### src/adaptive_playout_buffer_defines.svh
// Assertion macros for the adaptive playout buffer.
// Used by the top level only; expects signals named clock and reset in scope.
`ifndef ADAPTIVE_PLAYOUT_BUFFER_DEFINES_SVH
`define ADAPTIVE_PLAYOUT_BUFFER_DEFINES_SVH

// Same-cycle implication, checked out of reset.
`define APLB_ASSERT_SAME(label, ante, cons, msg) \
   label: assert property (@(posedge clock) disable iff (reset) (ante) |-> (cons)) \
      else $error(msg);

// Next-cycle implication, checked out of reset.
`define APLB_ASSERT_NEXT(label, ante, cons, msg) \
   label: assert property (@(posedge clock) disable iff (reset) (ante) |=> (cons)) \
      else $error(msg);

`endif

### src/aplb_pkg.sv
// Shared types, sizes and codes of the adaptive playout buffer.
// No dependencies; every module file imports it.
`timescale 1ns / 1ps
`default_nettype none

package aplb_pkg;

   localparam int STORE_BYTES = 65536;
   localparam int TAG_DEPTH   = 1024;
   localparam int READ_MAX    = 64;

   localparam int PTR_W   = $clog2(STORE_BYTES);
   localparam int FILL_W  = $clog2(STORE_BYTES + 1);
   localparam int TPTR_W  = (TAG_DEPTH > 1) ? $clog2(TAG_DEPTH) : 1;
   localparam int TFILL_W = $clog2(TAG_DEPTH + 1);

   localparam int LEN_W   = 7;
   localparam int START_W = 17;
   localparam int FRAME_W = 7;
   localparam int LEVEL_W = 17;
   localparam int TAG_W   = 32;
   localparam int CMP_W   = (FILL_W > START_W) ? FILL_W : START_W;

   localparam logic [1:0] KIND_WRITE = 2'd0;
   localparam logic [1:0] KIND_READ  = 2'd1;
   localparam logic [1:0] KIND_CLEAR = 2'd2;

   localparam logic REG_START_LEVEL = 1'b0;
   localparam logic REG_FRAME_BYTES = 1'b1;

   localparam logic [START_W-1:0] START_LEVEL_RESET = START_W'(9600);
   localparam logic [FRAME_W-1:0] FRAME_BYTES_RESET = FRAME_W'(64);

   localparam logic signed [TAG_W-1:0] NO_TAG = -32'sd1;

   typedef struct packed {
      logic [1:0]              kind;
      logic [7:0]              wr_byte;
      logic                    chunk_end;
      logic                    tag_present;
      logic signed [TAG_W-1:0] tag_in;
      logic [LEN_W-1:0]        req_len;
      logic                    req_tagged;
   } req_word_type;

   typedef struct packed {
      logic [7:0]              rd_byte;
      logic                    is_silence;
      logic                    run_last;
      logic signed [TAG_W-1:0] tag_out;
      logic                    buffering_now;
      logic [LEVEL_W-1:0]      level;
   } rsp_word_type;

   typedef struct packed {
      logic [START_W-1:0] start_level;
      logic [FRAME_W-1:0] frame_bytes;
   } cfg_type;

   typedef struct packed {
      logic accept;
      logic issue;
      logic issue_data;
      logic issue_last;
   } ctrl_cmd_type;

   typedef struct packed {
      logic             run_go;
      logic [LEN_W-1:0] run_len;
      logic [LEN_W-1:0] run_ndata;
      logic             issue_ok;
   } dp_status_type;

endpackage

`default_nettype wire

### src/aplb_csr.sv
// Configuration registers of the playout buffer behind an APB-style port.
// Depends on aplb_pkg.
`timescale 1ns / 1ps
`default_nettype none

module aplb_csr
   import aplb_pkg::*;
(
   input  wire logic        clock,
   input  wire logic        reset,
   input  wire logic        csr_psel,
   input  wire logic        csr_penable,
   input  wire logic        csr_pwrite,
   input  wire logic [2:0]  csr_paddr,
   input  wire logic [31:0] csr_pwdata,
   output logic      [31:0] csr_prdata,
   output logic             csr_pready,
   output cfg_type          cfg
);

   cfg_type cfg_ff, cfg_in;
   logic    wr_en;

   assign csr_pready = 1'b1;
   assign wr_en      = csr_psel && csr_penable && csr_pwrite && csr_pready;

   always_comb begin
      cfg_in = cfg_ff;
      if (wr_en) begin
         case (csr_paddr[2])
            REG_START_LEVEL: cfg_in.start_level = csr_pwdata[START_W-1:0];
            REG_FRAME_BYTES: cfg_in.frame_bytes = csr_pwdata[FRAME_W-1:0];
            default: cfg_in = cfg_ff;
         endcase
      end
   end

   always_ff @(posedge clock) begin
      if (reset) begin
         cfg_ff.start_level <= START_LEVEL_RESET;
         cfg_ff.frame_bytes <= FRAME_BYTES_RESET;
      end else begin
         cfg_ff <= cfg_in;
      end
   end

   always_comb begin
      case (csr_paddr[2])
         REG_START_LEVEL: csr_prdata = 32'(cfg_ff.start_level);
         REG_FRAME_BYTES: csr_prdata = 32'(cfg_ff.frame_bytes);
         default:         csr_prdata = '0;
      endcase
   end

   assign cfg = cfg_ff;

endmodule

`default_nettype wire

### config.mk
export PLATFORM = sky130hd
export DESIGN_NAME = aplb_csr
export DESIGN_NICKNAME = d
export VERILOG_FILES = /design/src/adaptive_playout_buffer_defines.svh /design/src/aplb_pkg.sv /design/src/aplb_csr.sv
export SDC_FILE = /design/constraint.sdc
export NUM_CORES = 1
export LEC_CHECK = 0
export BUFFER_PORTS_ARGS = -buffer_cell sky130_fd_sc_hd__buf_2
export CAP_MARGIN = 10
export CORE_MARGIN = 2
export CORE_UTILIZATION = 40
export DETAILED_ROUTE_END_ITERATION = 7
export PLACE_DENSITY_LB_ADDON = 0.08
export SLEW_MARGIN = 20
export SYNTH_ARGS = -nofsm -noshare
export SYNTH_HDL_FRONTEND = slang
export SYNTH_SLANG_ARGS = --single-unit
### constraint.sdc
create_clock -name clock -period 1.3 [get_ports clock]
set_input_delay 0.26 -clock clock [delete_from_list [all_inputs] [get_ports clock]]
set_output_delay 0.26 -clock clock [all_outputs]
set_load 0.03 [all_outputs]
==> flow_summary.ini <==
[run_status]
status = finished with violations
violations = negative setup slack

[worst_setup_path]
cp-end-kind = output port
start_kind = flip-flop
setup.worst_path.class = reg -> out
cp_max_fo = 2
required_ns = 1.04
arrival_ns = 1.08

[sta]
fmax_mhz = 748
rsz0062_at_grt = true
post-route-min-period_ns = 1.34
fin_ws_ns = -0.0364
final-hold-violation-count = 0
fin_crit_sh = 1.03
finClkSkew_ns = 0
maxSlewViolCount = 0
fin_tns_setup_ns = -0.161
setup_viol = 7
hold_slack_ns = 0.190

[min_path]
hp-class = in -> reg

[final_layout]
drive_gt1_frac = 0.563
layout.cells.non_filler = 252
multi_input_area_um2 = 718
final_core_util = 0.598
area_delta_synth_final_pct = 40.3
antenna_cells = 0
fillCellCount = 281
nets = 249
regArea_um2 = 510
largest_register_ffs = 24

[route]
drtPass1Iterations = 4
finalWirelength_mm = 2.94
route.detailed.drc = 0
ant_nets = 0
via_count = 1116
wl_per_cell_um = 11.6
initialDrtViolationCount = 33
viasPerCell = 4.43

[die]
fp.dieW_um = 61.3
rows = 20
core_area_um2 = 3080
initial_utilization = 0.426
io-pin-count = 97
die_area_um2 = 3750
die_h_um = 61.3

[logic_synthesis]
ys_seq_area_frac = 0.366
ys.warnings.count = 0
syn-cell-area_um2 = 1310
synth.distinct_cells = 13
syn_avg_cell_area_um2 = 9.71
synth-seq-cells = 24
syn_inst = 135

[grt]
grt_use_total = 0.166
grt-ovfl-total = 0
grt_pass1_wl_mm = 4.57
antenna_found_initial = 0
grt_pass1_vias = 1042
grt_max_degree = 25

[clock_tree]
cts_buffers = 3
cts_tree = done
cts.sinks = 24
ctsHtreeMaxLevel = 1
clkLatencyLatePin_ns = 0.32
cts_hold_buf = 0
cts_root_buffer = clkbuf_4
clk_pin_slew_ns = 0.14
cts_buffer_depth = 2

[power_and_ir_drop]
powerDensity_nw_per_um2 = 815
leakage_nw = 0.914
vdd_drop_max_uv = 406
total_power_mw = 1.50

[place]
dpl.hpwl_mm = 2.06
gp_congestion = 0.647
dp.cells = 236
numPortBuffers = 63

[job]
cap_violations = 0
[critical path: stages, from the launching register on]
cell	delay, ns
dfxtp_2	0.35
mux2_4	0.27
buf_6	0.14
[worst paths after layout]
check                                    from       endpoint  slack [ns]  cells after the start
worst max-delay path                   cfg[7]  csr_prdata[0]       -0.04                      2
worst min-delay path            csr_pwdata[9]        cfg[16]        0.19                      3
worst max register to register         cfg[6]         cfg[6]        0.56                      3
worst min register to register        cfg[22]        cfg[22]        0.48                      2
[what timing repair did]
| action | 4_1_cts | 5_1_grt |
|---|---|---|
| buffers inserted | 12 | 0 |
| setup endpoints to repair | 7 | 18 |
| gates resized for setup | 29 | 34 |
[cell usage after synthesis]
library cell,instances,share of area
nor2b_1,10,0.048
mux2i_1,24,0.18
mux2_2,7,0.060
nand2b_1,32,0.15
and4b_1,1,0.0076
clkbuf_1,5,0.014
conb_1,2,0.0057
dfxtp_1,24,0.37
buf_4,16,0.092
buf_6,2,0.017
buf_12,1,0.015
nand4_2,1,0.0095
nor2_1,10,0.029
[kinds of logic after synthesis]
kind of cell	count (synthesis)	share of synthesized area
flops	24	0.366
simple gates	54	0.246
mux	31	0.243
other cells	2	0.00573
buf+inv	24	0.138
[routing by layer]
metal | GRT usage | vias up | wire length (µm)
met5 | 0 | - | 0
met4 | 0.0652 | 0 | 17
met3 | 0.0294 | 2 | 218
met2 | 0.281 | 48 | 1430
met1 | 0.207 | 519 | 1270
li1 | - | 547 | -
[where the power goes]
group | total, mW | internal [mW] | leakage [nW] | switching, mW
combinational | 0.341 | 0.128 | 0.692 | 0.212
sequential | 0.764 | 0.754 | 0.201 | 0.00959
clock | 0.394 | 0.171 | 0.0210 | 0.223
total | 1.50 | 1.05 | 0.914 | 0.445
[through the flow]
stage,worst slack [ns],instance area (µm²)
after floorplan,0.00720,1360
after global placement,0.00350,1600
after detailed placement,-0.0128,1600
after CTS,-0.0387,1790
after global routing,-0.0816,1840
final,-0.0364,1840
[cell usage in the layout, fill, tap and decap left out, types with 4 or more instances in the layout]
cell type,instances
buf_2,45
buf_4,24
buf_6,7
clkbuf_4,5
conb_1,16
dfxtp_2,24
mux2_2,4
mux2i_1,24
nand2b_1,32
nor2_1,10
nor2b_1,8
[layout make-up]
| cell class | count | share of cell area |
|---|---|---|
| Multi-Input combinational cell | 101 | 0.390 |
| Tap cell | 44 | 0.0299 |
| Clock buffer | 4 | 0.0197 |
| Sequential cell | 24 | 0.278 |
| Timing Repair Buffer | 79 | 0.282 |
Note: power is estimated with default switching activity, not from simulation.
