$ cat src/adaptive_playout_buffer_defines.svh
// Assertion macros for the adaptive playout buffer.
// Used by the top level only; expects signals named clock and reset in scope.
`ifndef ADAPTIVE_PLAYOUT_BUFFER_DEFINES_SVH
`define ADAPTIVE_PLAYOUT_BUFFER_DEFINES_SVH

// Same-cycle implication, checked out of reset.
`define APLB_ASSERT_SAME(label, ante, cons, msg) \
   label: assert property (@(posedge clock) disable iff (reset) (ante) |-> (cons)) \
      else $error(msg);

// Next-cycle implication, checked out of reset.
`define APLB_ASSERT_NEXT(label, ante, cons, msg) \
   label: assert property (@(posedge clock) disable iff (reset) (ante) |=> (cons)) \
      else $error(msg);

`endif

$ cat src/aplb_pkg.sv
// Shared types, sizes and codes of the adaptive playout buffer.
// No dependencies; every module file imports it.
`timescale 1ns / 1ps
`default_nettype none

package aplb_pkg;

   localparam int STORE_BYTES = 65536;
   localparam int TAG_DEPTH   = 1024;
   localparam int READ_MAX    = 64;

   localparam int PTR_W   = $clog2(STORE_BYTES);
   localparam int FILL_W  = $clog2(STORE_BYTES + 1);
   localparam int TPTR_W  = (TAG_DEPTH > 1) ? $clog2(TAG_DEPTH) : 1;
   localparam int TFILL_W = $clog2(TAG_DEPTH + 1);

   localparam int LEN_W   = 7;
   localparam int START_W = 17;
   localparam int FRAME_W = 7;
   localparam int LEVEL_W = 17;
   localparam int TAG_W   = 32;
   localparam int CMP_W   = (FILL_W > START_W) ? FILL_W : START_W;

   localparam logic [1:0] KIND_WRITE = 2'd0;
   localparam logic [1:0] KIND_READ  = 2'd1;
   localparam logic [1:0] KIND_CLEAR = 2'd2;

   localparam logic REG_START_LEVEL = 1'b0;
   localparam logic REG_FRAME_BYTES = 1'b1;

   localparam logic [START_W-1:0] START_LEVEL_RESET = START_W'(9600);
   localparam logic [FRAME_W-1:0] FRAME_BYTES_RESET = FRAME_W'(64);

   localparam logic signed [TAG_W-1:0] NO_TAG = -32'sd1;

   typedef struct packed {
      logic [1:0]              kind;
      logic [7:0]              wr_byte;
      logic                    chunk_end;
      logic                    tag_present;
      logic signed [TAG_W-1:0] tag_in;
      logic [LEN_W-1:0]        req_len;
      logic                    req_tagged;
   } req_word_type;

   typedef struct packed {
      logic [7:0]              rd_byte;
      logic                    is_silence;
      logic                    run_last;
      logic signed [TAG_W-1:0] tag_out;
      logic                    buffering_now;
      logic [LEVEL_W-1:0]      level;
   } rsp_word_type;

   typedef struct packed {
      logic [START_W-1:0] start_level;
      logic [FRAME_W-1:0] frame_bytes;
   } cfg_type;

   typedef struct packed {
      logic accept;
      logic issue;
      logic issue_data;
      logic issue_last;
   } ctrl_cmd_type;

   typedef struct packed {
      logic             run_go;
      logic [LEN_W-1:0] run_len;
      logic [LEN_W-1:0] run_ndata;
      logic             issue_ok;
   } dp_status_type;

endpackage

`default_nettype wire

$ cat src/aplb_ctrl.sv
// Sequencer of the playout buffer: takes words and steps a read run byte by byte.
// Depends on aplb_pkg; drives the datapath through ctrl_cmd_type.
`timescale 1ns / 1ps
`default_nettype none

module aplb_ctrl
   import aplb_pkg::*;
(
   input  wire logic    clock,
   input  wire logic    reset,
   input  wire logic    req_valid,
   output logic         req_stall,
   input  dp_status_type status,
   output ctrl_cmd_type  cmd
);

   typedef enum logic [1:0] {
      ST_IDLE = 2'b01,
      ST_RUN  = 2'b10
   } state_type;

   state_type        state_ff, state_in;
   logic [LEN_W-1:0] idx_ff, idx_in;
   logic [LEN_W-1:0] len_ff, len_in;
   logic [LEN_W-1:0] ndata_ff, ndata_in;
   logic [LEN_W-1:0] idx_next;

   assign idx_next  = idx_ff + LEN_W'(1);
   assign req_stall = (state_ff != ST_IDLE);

   always_comb begin
      state_in = state_ff;
      idx_in   = idx_ff;
      len_in   = len_ff;
      ndata_in = ndata_ff;
      cmd      = '0;
      case (state_ff)
         ST_IDLE: begin
            cmd.accept = req_valid;
            if (req_valid && status.run_go) begin
               state_in = ST_RUN;
               len_in   = status.run_len;
               ndata_in = status.run_ndata;
               idx_in   = '0;
            end
         end
         ST_RUN: begin
            // one byte per cycle whenever the read stage has room
            if (status.issue_ok) begin
               cmd.issue      = 1'b1;
               cmd.issue_data = (idx_ff < ndata_ff);
               cmd.issue_last = (idx_next == len_ff);
               idx_in         = idx_next;
               if (idx_next == len_ff) begin
                  state_in = ST_IDLE;
               end
            end
         end
         default: state_in = ST_IDLE;
      endcase
   end

   always_ff @(posedge clock) begin
      if (reset) begin
         state_ff <= ST_IDLE;
         idx_ff   <= '0;
      end else begin
         state_ff <= state_in;
         idx_ff   <= idx_in;
      end
   end

   always_ff @(posedge clock) begin
      len_ff   <= len_in;
      ndata_ff <= ndata_in;
   end

endmodule

`default_nettype wire

$ cat config.mk
export PLATFORM = sky130hd
export DESIGN_NAME = aplb_ctrl
export DESIGN_NICKNAME = d
export VERILOG_FILES = /design/src/adaptive_playout_buffer_defines.svh /design/src/aplb_pkg.sv /design/src/aplb_ctrl.sv
export SDC_FILE = /design/constraint.sdc
export NUM_CORES = 1
export LEC_CHECK = 0
export BUFFER_PORTS_ARGS = -buffer_cell sky130_fd_sc_hd__buf_2
export CAP_MARGIN = 10
export CORE_ASPECT_RATIO = 0.5
export CORE_MARGIN = 2
export CORE_UTILIZATION = 40
export DETAILED_ROUTE_END_ITERATION = 16
export PLACE_DENSITY_LB_ADDON = 0.15
export SLEW_MARGIN = 20
export SYNTH_ARGS = -nofsm -noshare
export SYNTH_HDL_FRONTEND = slang
export SYNTH_SLANG_ARGS = --single-unit
export TNS_END_PERCENT = 5
$ cat constraint.sdc
create_clock -name clock -period 2.1 [get_ports clock]
set_input_delay 0.21 -clock clock [delete_from_list [all_inputs] [get_ports clock]]
set_output_delay 0.21 -clock clock [all_outputs]
set_load 0.01 [all_outputs]
==> impl_metrics.toml, run 1 <==
[clock_tree]
clockRootBuffer = "clkbuf_8"
clk_path_buf_depth = 2
cts-buffers-inserted = 3
cts_max_level = 1
path_clk_slew_ns = 0.08
insertion_delay_ns = 0.27
cts_tree = "built"
clock-sinks = 23

[placement]
dp_hpwl_mm = 1.653
place_ws_ns = -0.01036
gp_congestion = 0.8073
portBuffers = 23
place_area_um2 = 1366
place_inst = 175

[floorplanning]
row_count = 13
initial_core_util = 0.4348
die-height_um = 42.08
design.core.area_um2 = 2668
dieArea_um2 = 3373
num_io_pins = 24
dieWidth_um = 80.16

[power]
total_power_mw = 0.8450
powerDensity_nw_per_um2 = 580.7
swShare = 0.2221
switchingPower_mw = 0.1876
leakagePower_nw = 0.6564
power_frac_clock = 0.331
comb_power_share = 0.075
peakVddDrop_v = 0.0002713
seq_power_share = 0.594
p_int_mw = 0.6574

[final_layout]
num_antenna_cells = 0
final_cell_mix = "23 x buf_2, 14 x edfxtp_1, 10 x nor2_1"
final_common_cell = "buf_2"
design_area_um2 = 1455
nNetsFinal = 170
drive_gt1_frac = 0.3217
fillers = 248
area_growth_pct = 25.46
stdcell_count = 180

[yosys]
postSynth.asyncResetShare = 0
postSynthAreaPerCell_um2 = 10.64
syn-num-nets = 135
synth_ff_type = "edfxtp_1"
post-synth-top-area-cell = "edfxtp_1"
ys_warn_count = 0
seq_area_frac_synth = 0.5178
synth-edff-count = 14
yosysUniqueCellTypes = 32
syn_area_um2 = 1160
ys_ff_latch = 23
synth_top_area_frac = 0.3625
synth.area.top_cells = "edfxtp_1 36%, dfxtp_1 16%, ha_1 7.6%"
syn_inst = 109

[sta]
slew_headroom = 0.6848
setup_viol = 1
finalSetupTns_ns = -0.1698
period_minus_slack_ns = 2.270
finalWorstSetupSlack_ns = -0.1698
period_share = 1.081
finalMaxSlewViolations = 0
hold_viol = 0
rsz0062_at_grt = "true"
max_freq_ghz = 0.4406
finClkSkew_ns = 0.001865
tightest_slew_ns = 0.4710

[grt]
antenna_found_initial = 0
grt_pass1_vias = 829
overflow = 0
grt_usage = 0.1562
grt_max_degree = 17
grt_pass1_wl_mm = 3.946

[routing]
post_drt_wl_per_cell_um = 12.71
drt-vias-per-instance = 4.894
dr.pass1.iters = 4
vias = 881
postRouteAntennaNets = 0
drt_iter0_markers = 41
drcViolationCount = 0
wirelength_mm = 2.287

[worst_setup_path]
cpMostUsedCell = "buf_4"
crit_type = "reg2out"
worstSetupEndpointType = "output pin"
path_cells = "buf_4, buf_4, nand3_1, xnor2_1, or4_4, nor4_4, buf_2"
start_kind = "flip-flop"
cp_max_fo = 5
worstPathArrival_ns = 2.06
cp_slowest_stage_delay_ns = 0.56
cp_slowest_cell = "or4_4"
worstPathRequired_ns = 1.89

[min_path]
worst_hold_path_type = "in2reg"

[run_status]
status = "finished with violations"
violations = "setup timing"

[run]
cap_violations = 0
## Yosys cell counts (all sizes together), types with 3 or more instances
library cell,number
nand3,5
dfxtp,9
and3,4
xnor2,5
ha,7
nor2,10
o21ai,9
nand2,3
edfxtp,14
inv,9
xor2,5
a21oi,9
## cells by family after synthesis
family | after synthesis | synth area share
AO/OA/AOI/OAI | 25 | 0.1241
flip-flops | 23 | 0.5178
adder cells (fa/ha/maj) | 7 | 0.07551
buffers and inverters | 11 | 0.04746
XOR/XNOR | 10 | 0.07551
AND/OR/NAND/NOR | 33 | 0.1597
## final timing paths
check | slack, ns | cells past startpoint | from | endpoint
max | -0.17 | 7 | idx_ff[0] | cmd[0]
min | 0.11 | 1 | status[10] | len_ff[2]
max reg2reg | 0.20 | 6 | idx_ff[0] | state_ff[1]
min reg2reg | 0.54 | 2 | idx_ff[6] | idx_ff[6]
## stage by stage
stage | util | hold slack (ns)
5_1_grt | 0.5455 | 0.09143
6_report | 0.5455 | 0.1115
3_5_place_dp | 0.5122 | 0.3881
4_1_cts | 0.5455 | 0.1051
2_1_floorplan | - | 0.3089
3_3_place_gp | 0.5122 | 0.3860
## power groups by stage
stage | Clock, mW | Combinational, mW | Sequential, mW
final | 0.280 | 0.0637 | 0.502
after global routing | 0.316 | 0.0733 | 0.503
after CTS | 0.291 | 0.0644 | 0.502
after detailed placement | 0 | 0.0632 | 0.512
after global placement | 0 | 0.0624 | 0.511
after floorplan | 0 | 0.0364 | 0.510
## layout make-up
type	instances	area, µm²	area share
clock buffers	3	41.29	0.02837
clock inverters	1	5.005	0.003439
inverters	9	33.78	0.02322
multi-input cells	75	541.8	0.3723
flip-flops and latches	23	604.3	0.4153
well taps	37	46.29	0.03181
repair buffers	32	182.7	0.1255
## sequential cells by signal, summed over array words and instances (netlist names)
register  cells
len_ff        7
ndata_ff      7
state_ff      2
idx_ff        7
## critical path, delay by kind of cell (launching register included)
| family | cells | cell delay [ns] |
|---|---|---|
| xor gates and xnor gates | 1 | 0.18 |
| buffers and inverters | 3 | 0.41 |
| DFF | 1 | 0.37 |
| and+or+nand+nor | 3 | 0.82 |
## metal layers
metal | share of wire | GRT usage | vias to the layer above
met5 | 0 | 0 | -
met1 | 0.49 | 0.2182 | 389
met3 | 0.062 | 0.05172 | 0
met2 | 0.44 | 0.2383 | 32
li1 | - | - | 460
met4 | 0 | 0.03051 | 0
## timing repair
action                                  CTS  global route
resized for setup                         8             0
setup buffers                             1             0
pin swaps                                 3             1
hold buffers                              0             0
endpoints found under the setup margin    1             1
(Power assumes the default switching activity.)
==> run 2: changes to the inputs <==
--- a/config.mk
+++ b/config.mk
@@ -5,6 +5,7 @@
 export SDC_FILE = /design/constraint.sdc
 export NUM_CORES = 1
 export LEC_CHECK = 0
+export ABC_AREA = 1
 export BUFFER_PORTS_ARGS = -buffer_cell sky130_fd_sc_hd__buf_2
 export CAP_MARGIN = 10
 export CORE_ASPECT_RATIO = 0.5
==> impl_metrics.toml, run 2 <==
[yosys]
ys_ff_latch = 23
synth_compound_area_frac = 0.06085
synth-edff-count = 14
synth.most_common_cell = "nand2_1"
seq_area_frac_synth = 0.4868
ys_warn_count = 0
postSynthAreaPerCell_um2 = 8.063
syn_inst = 153
postSynth.asyncResetShare = 0
yosys.area_share.simple = 0.2728
synth_mux_area_frac = 0
syn_area_um2 = 1234
yosysUniqueCellTypes = 20
syn-num-nets = 179
synth.area.top_cells = "edfxtp_1 34%, dfxtp_1 15%, nand2_1 12%"
synth_adder_area_share = 0.07099
synth_xor_area_frac = 0.007099
synth_ff_type = "edfxtp_1"
synthTopCellsByCount = "41 x nand2_1, 27 x inv_1, 14 x edfxtp_1, 14 x nand3_1, 12 x a21oi_1"
post-synth-top-area-cell = "edfxtp_1"
synth_top_area_frac = 0.3408
synth_top_family_by_area = "simple AND/OR/NAND/NOR gates"

[grt]
grt_pass1_wl_mm = 3.912
antenna_found_initial = 0
grt_max_degree = 15
overflow = 0
grt_usage = 0.1511
grt_pass1_vias = 840

[worst_setup_path]
cp_max_fo = 8
cpMostUsedCell = "a21oi_1"
worstSetupEndpointType = "output pin"
start_kind = "flip-flop"
worstPathRequired_ns = 1.89
cp_slowest_stage_delay_ns = 0.48
path_cells = "ha_1, a21oi_1, a21oi_1, nor4_1, buf_2"
worstPathArrival_ns = 1.76
cp_slowest_cell = "dfxtp_1"
crit_type = "reg2out"

[final_layout]
stdcell_count = 220
final_cell_mix = "40 x nand2_1, 27 x inv_1, 23 x buf_2, 14 x nand3_1, 14 x edfxtp_1"
reg_top3 = "idx_ff: 7 flops, len_ff: 7 flops, ndata_ff: 7 flops"
design_area_um2 = 1469
num_antenna_cells = 0
drive_gt1_frac = 0.2556
final_common_cell = "nand2_1"
nNetsFinal = 207
area_growth_pct = 19.07

[sta]
hold_viol = 0
finClkSkew_ns = 0.007355
max_freq_ghz = 0.5077
period_share = 0.9380
rsz0062_at_grt = "false"
setup_viol = 0
period_minus_slack_ns = 1.970
finalMaxSlewViolations = 0
finalSetupTns_ns = 0
tightest_slew_ns = 0.5931
slew_headroom = 0.6042

[placement]
dp_hpwl_mm = 1.897
place_area_um2 = 1394
portBuffers = 23
gp_congestion = 0.9000
place_inst = 215

[run]
cap_violations = 0

[routing]
drt-vias-per-instance = 4.550
post_drt_wl_per_cell_um = 11.23
drt_iter0_markers = 79
wirelength_mm = 2.471
drcViolationCount = 0
vias = 1001
postRouteAntennaNets = 0
dr.pass1.iters = 4

[clock_tree]
clock-sinks = 23
clockRootBuffer = "clkbuf_8"
insertion_delay_ns = 0.26
cts_tree = "built"
path_clk_slew_ns = 0.08
clk_path_buf_depth = 2
cts_max_level = 1
cts-buffers-inserted = 3

[power]
leakagePower_nw = 0.7097
powerDensity_nw_per_um2 = 569.0
peakVddDrop_v = 0.0002639
total_power_mw = 0.8358

[floorplanning]
design.core.area_um2 = 2978
dieWidth_um = 82.54
row_count = 14
dieArea_um2 = 3572
die-height_um = 43.27
initial_core_util = 0.4143
num_io_pins = 24

[run_status]
status = "completed"

[min_path]
worst_hold_path_type = "in2reg"
## run 2: metrics by stage
step             util  hold slack, ns  setup slack, ns
2_1_floorplan       -          0.3089           0.5268
3_3_place_gp   0.4681          0.3866           0.3251
3_5_place_dp   0.4681          0.3881           0.3000
4_1_cts        0.4836          0.1067          0.01415
5_1_grt        0.4933          0.1030         0.003497
6_report       0.4933          0.1157           0.1302
## run 2: worst paths after layout
path	cells past startpoint	to	slack (ns)	startpoint
min	1	len_ff[6]	0.12	status[14]
max	5	cmd[1]	0.13	idx_ff[2]
min reg2reg	1	idx_ff[0]	0.50	idx_ff[0]
max reg2reg	6	ndata_ff[3]	0.55	state_ff[0]
## run 2: metal layers
layer,vias to the layer above,wire length [µm],track usage
li1,539,-,-
met1,430,1289,0.2358
met4,0,0,0.01967
met3,0,199,0.04468
met2,32,982,0.2081
met5,-,0,0
## run 2: cell type report
type | count | area, µm²
Tap cell | 40 | 50.05
Timing Repair Buffer | 24 | 122.6
Clock buffer | 4 | 45.04
Sequential cell | 23 | 608.1
Multi-Input combinational cell | 97 | 523.0
Fill cell | 305 | 1509
Inverter | 32 | 120.1
## run 2: power breakdown
| group | switching [mW] | internal [mW] | leakage, nW |
|---|---|---|---|
| combinational | 0.0381 | 0.0260 | 0.482 |
| sequential | 0.00581 | 0.493 | 0.205 |
| clock | 0.138 | 0.135 | 0.0228 |
## run 2: critical path: cells and delay by family, from the launching register on
kind / cells / cell delay, ns
buffers and inverters: 1 / 0.20
adders and majority gates: 1 / 0.29
DFF: 1 / 0.48
AOI/OAI and AO/OA: 2 / 0.22
and+or+nand+nor: 1 / 0.29
## run 2: cell families (layout without fill, tap and decap cells)
family | after synthesis | in the layout
AND/OR/NAND/NOR | 74 | 74
AO/OA/AOI/OAI | 15 | 15
adder cells (fa/ha/maj) | 7 | 7
XOR/XNOR | 1 | 1
flip-flops | 23 | 23
buffers and inverters | 33 | 60
## run 2: timing repair
action                                  in CTS  in global routing
hold buffers                                 0                  0
setup buffers                                0                  1
pin swaps                                    0                  1
cloned                                       0                  0
hold endpoints to repair                     0                  0
endpoints found under the setup margin       1                  1
resized for setup                            1                  5
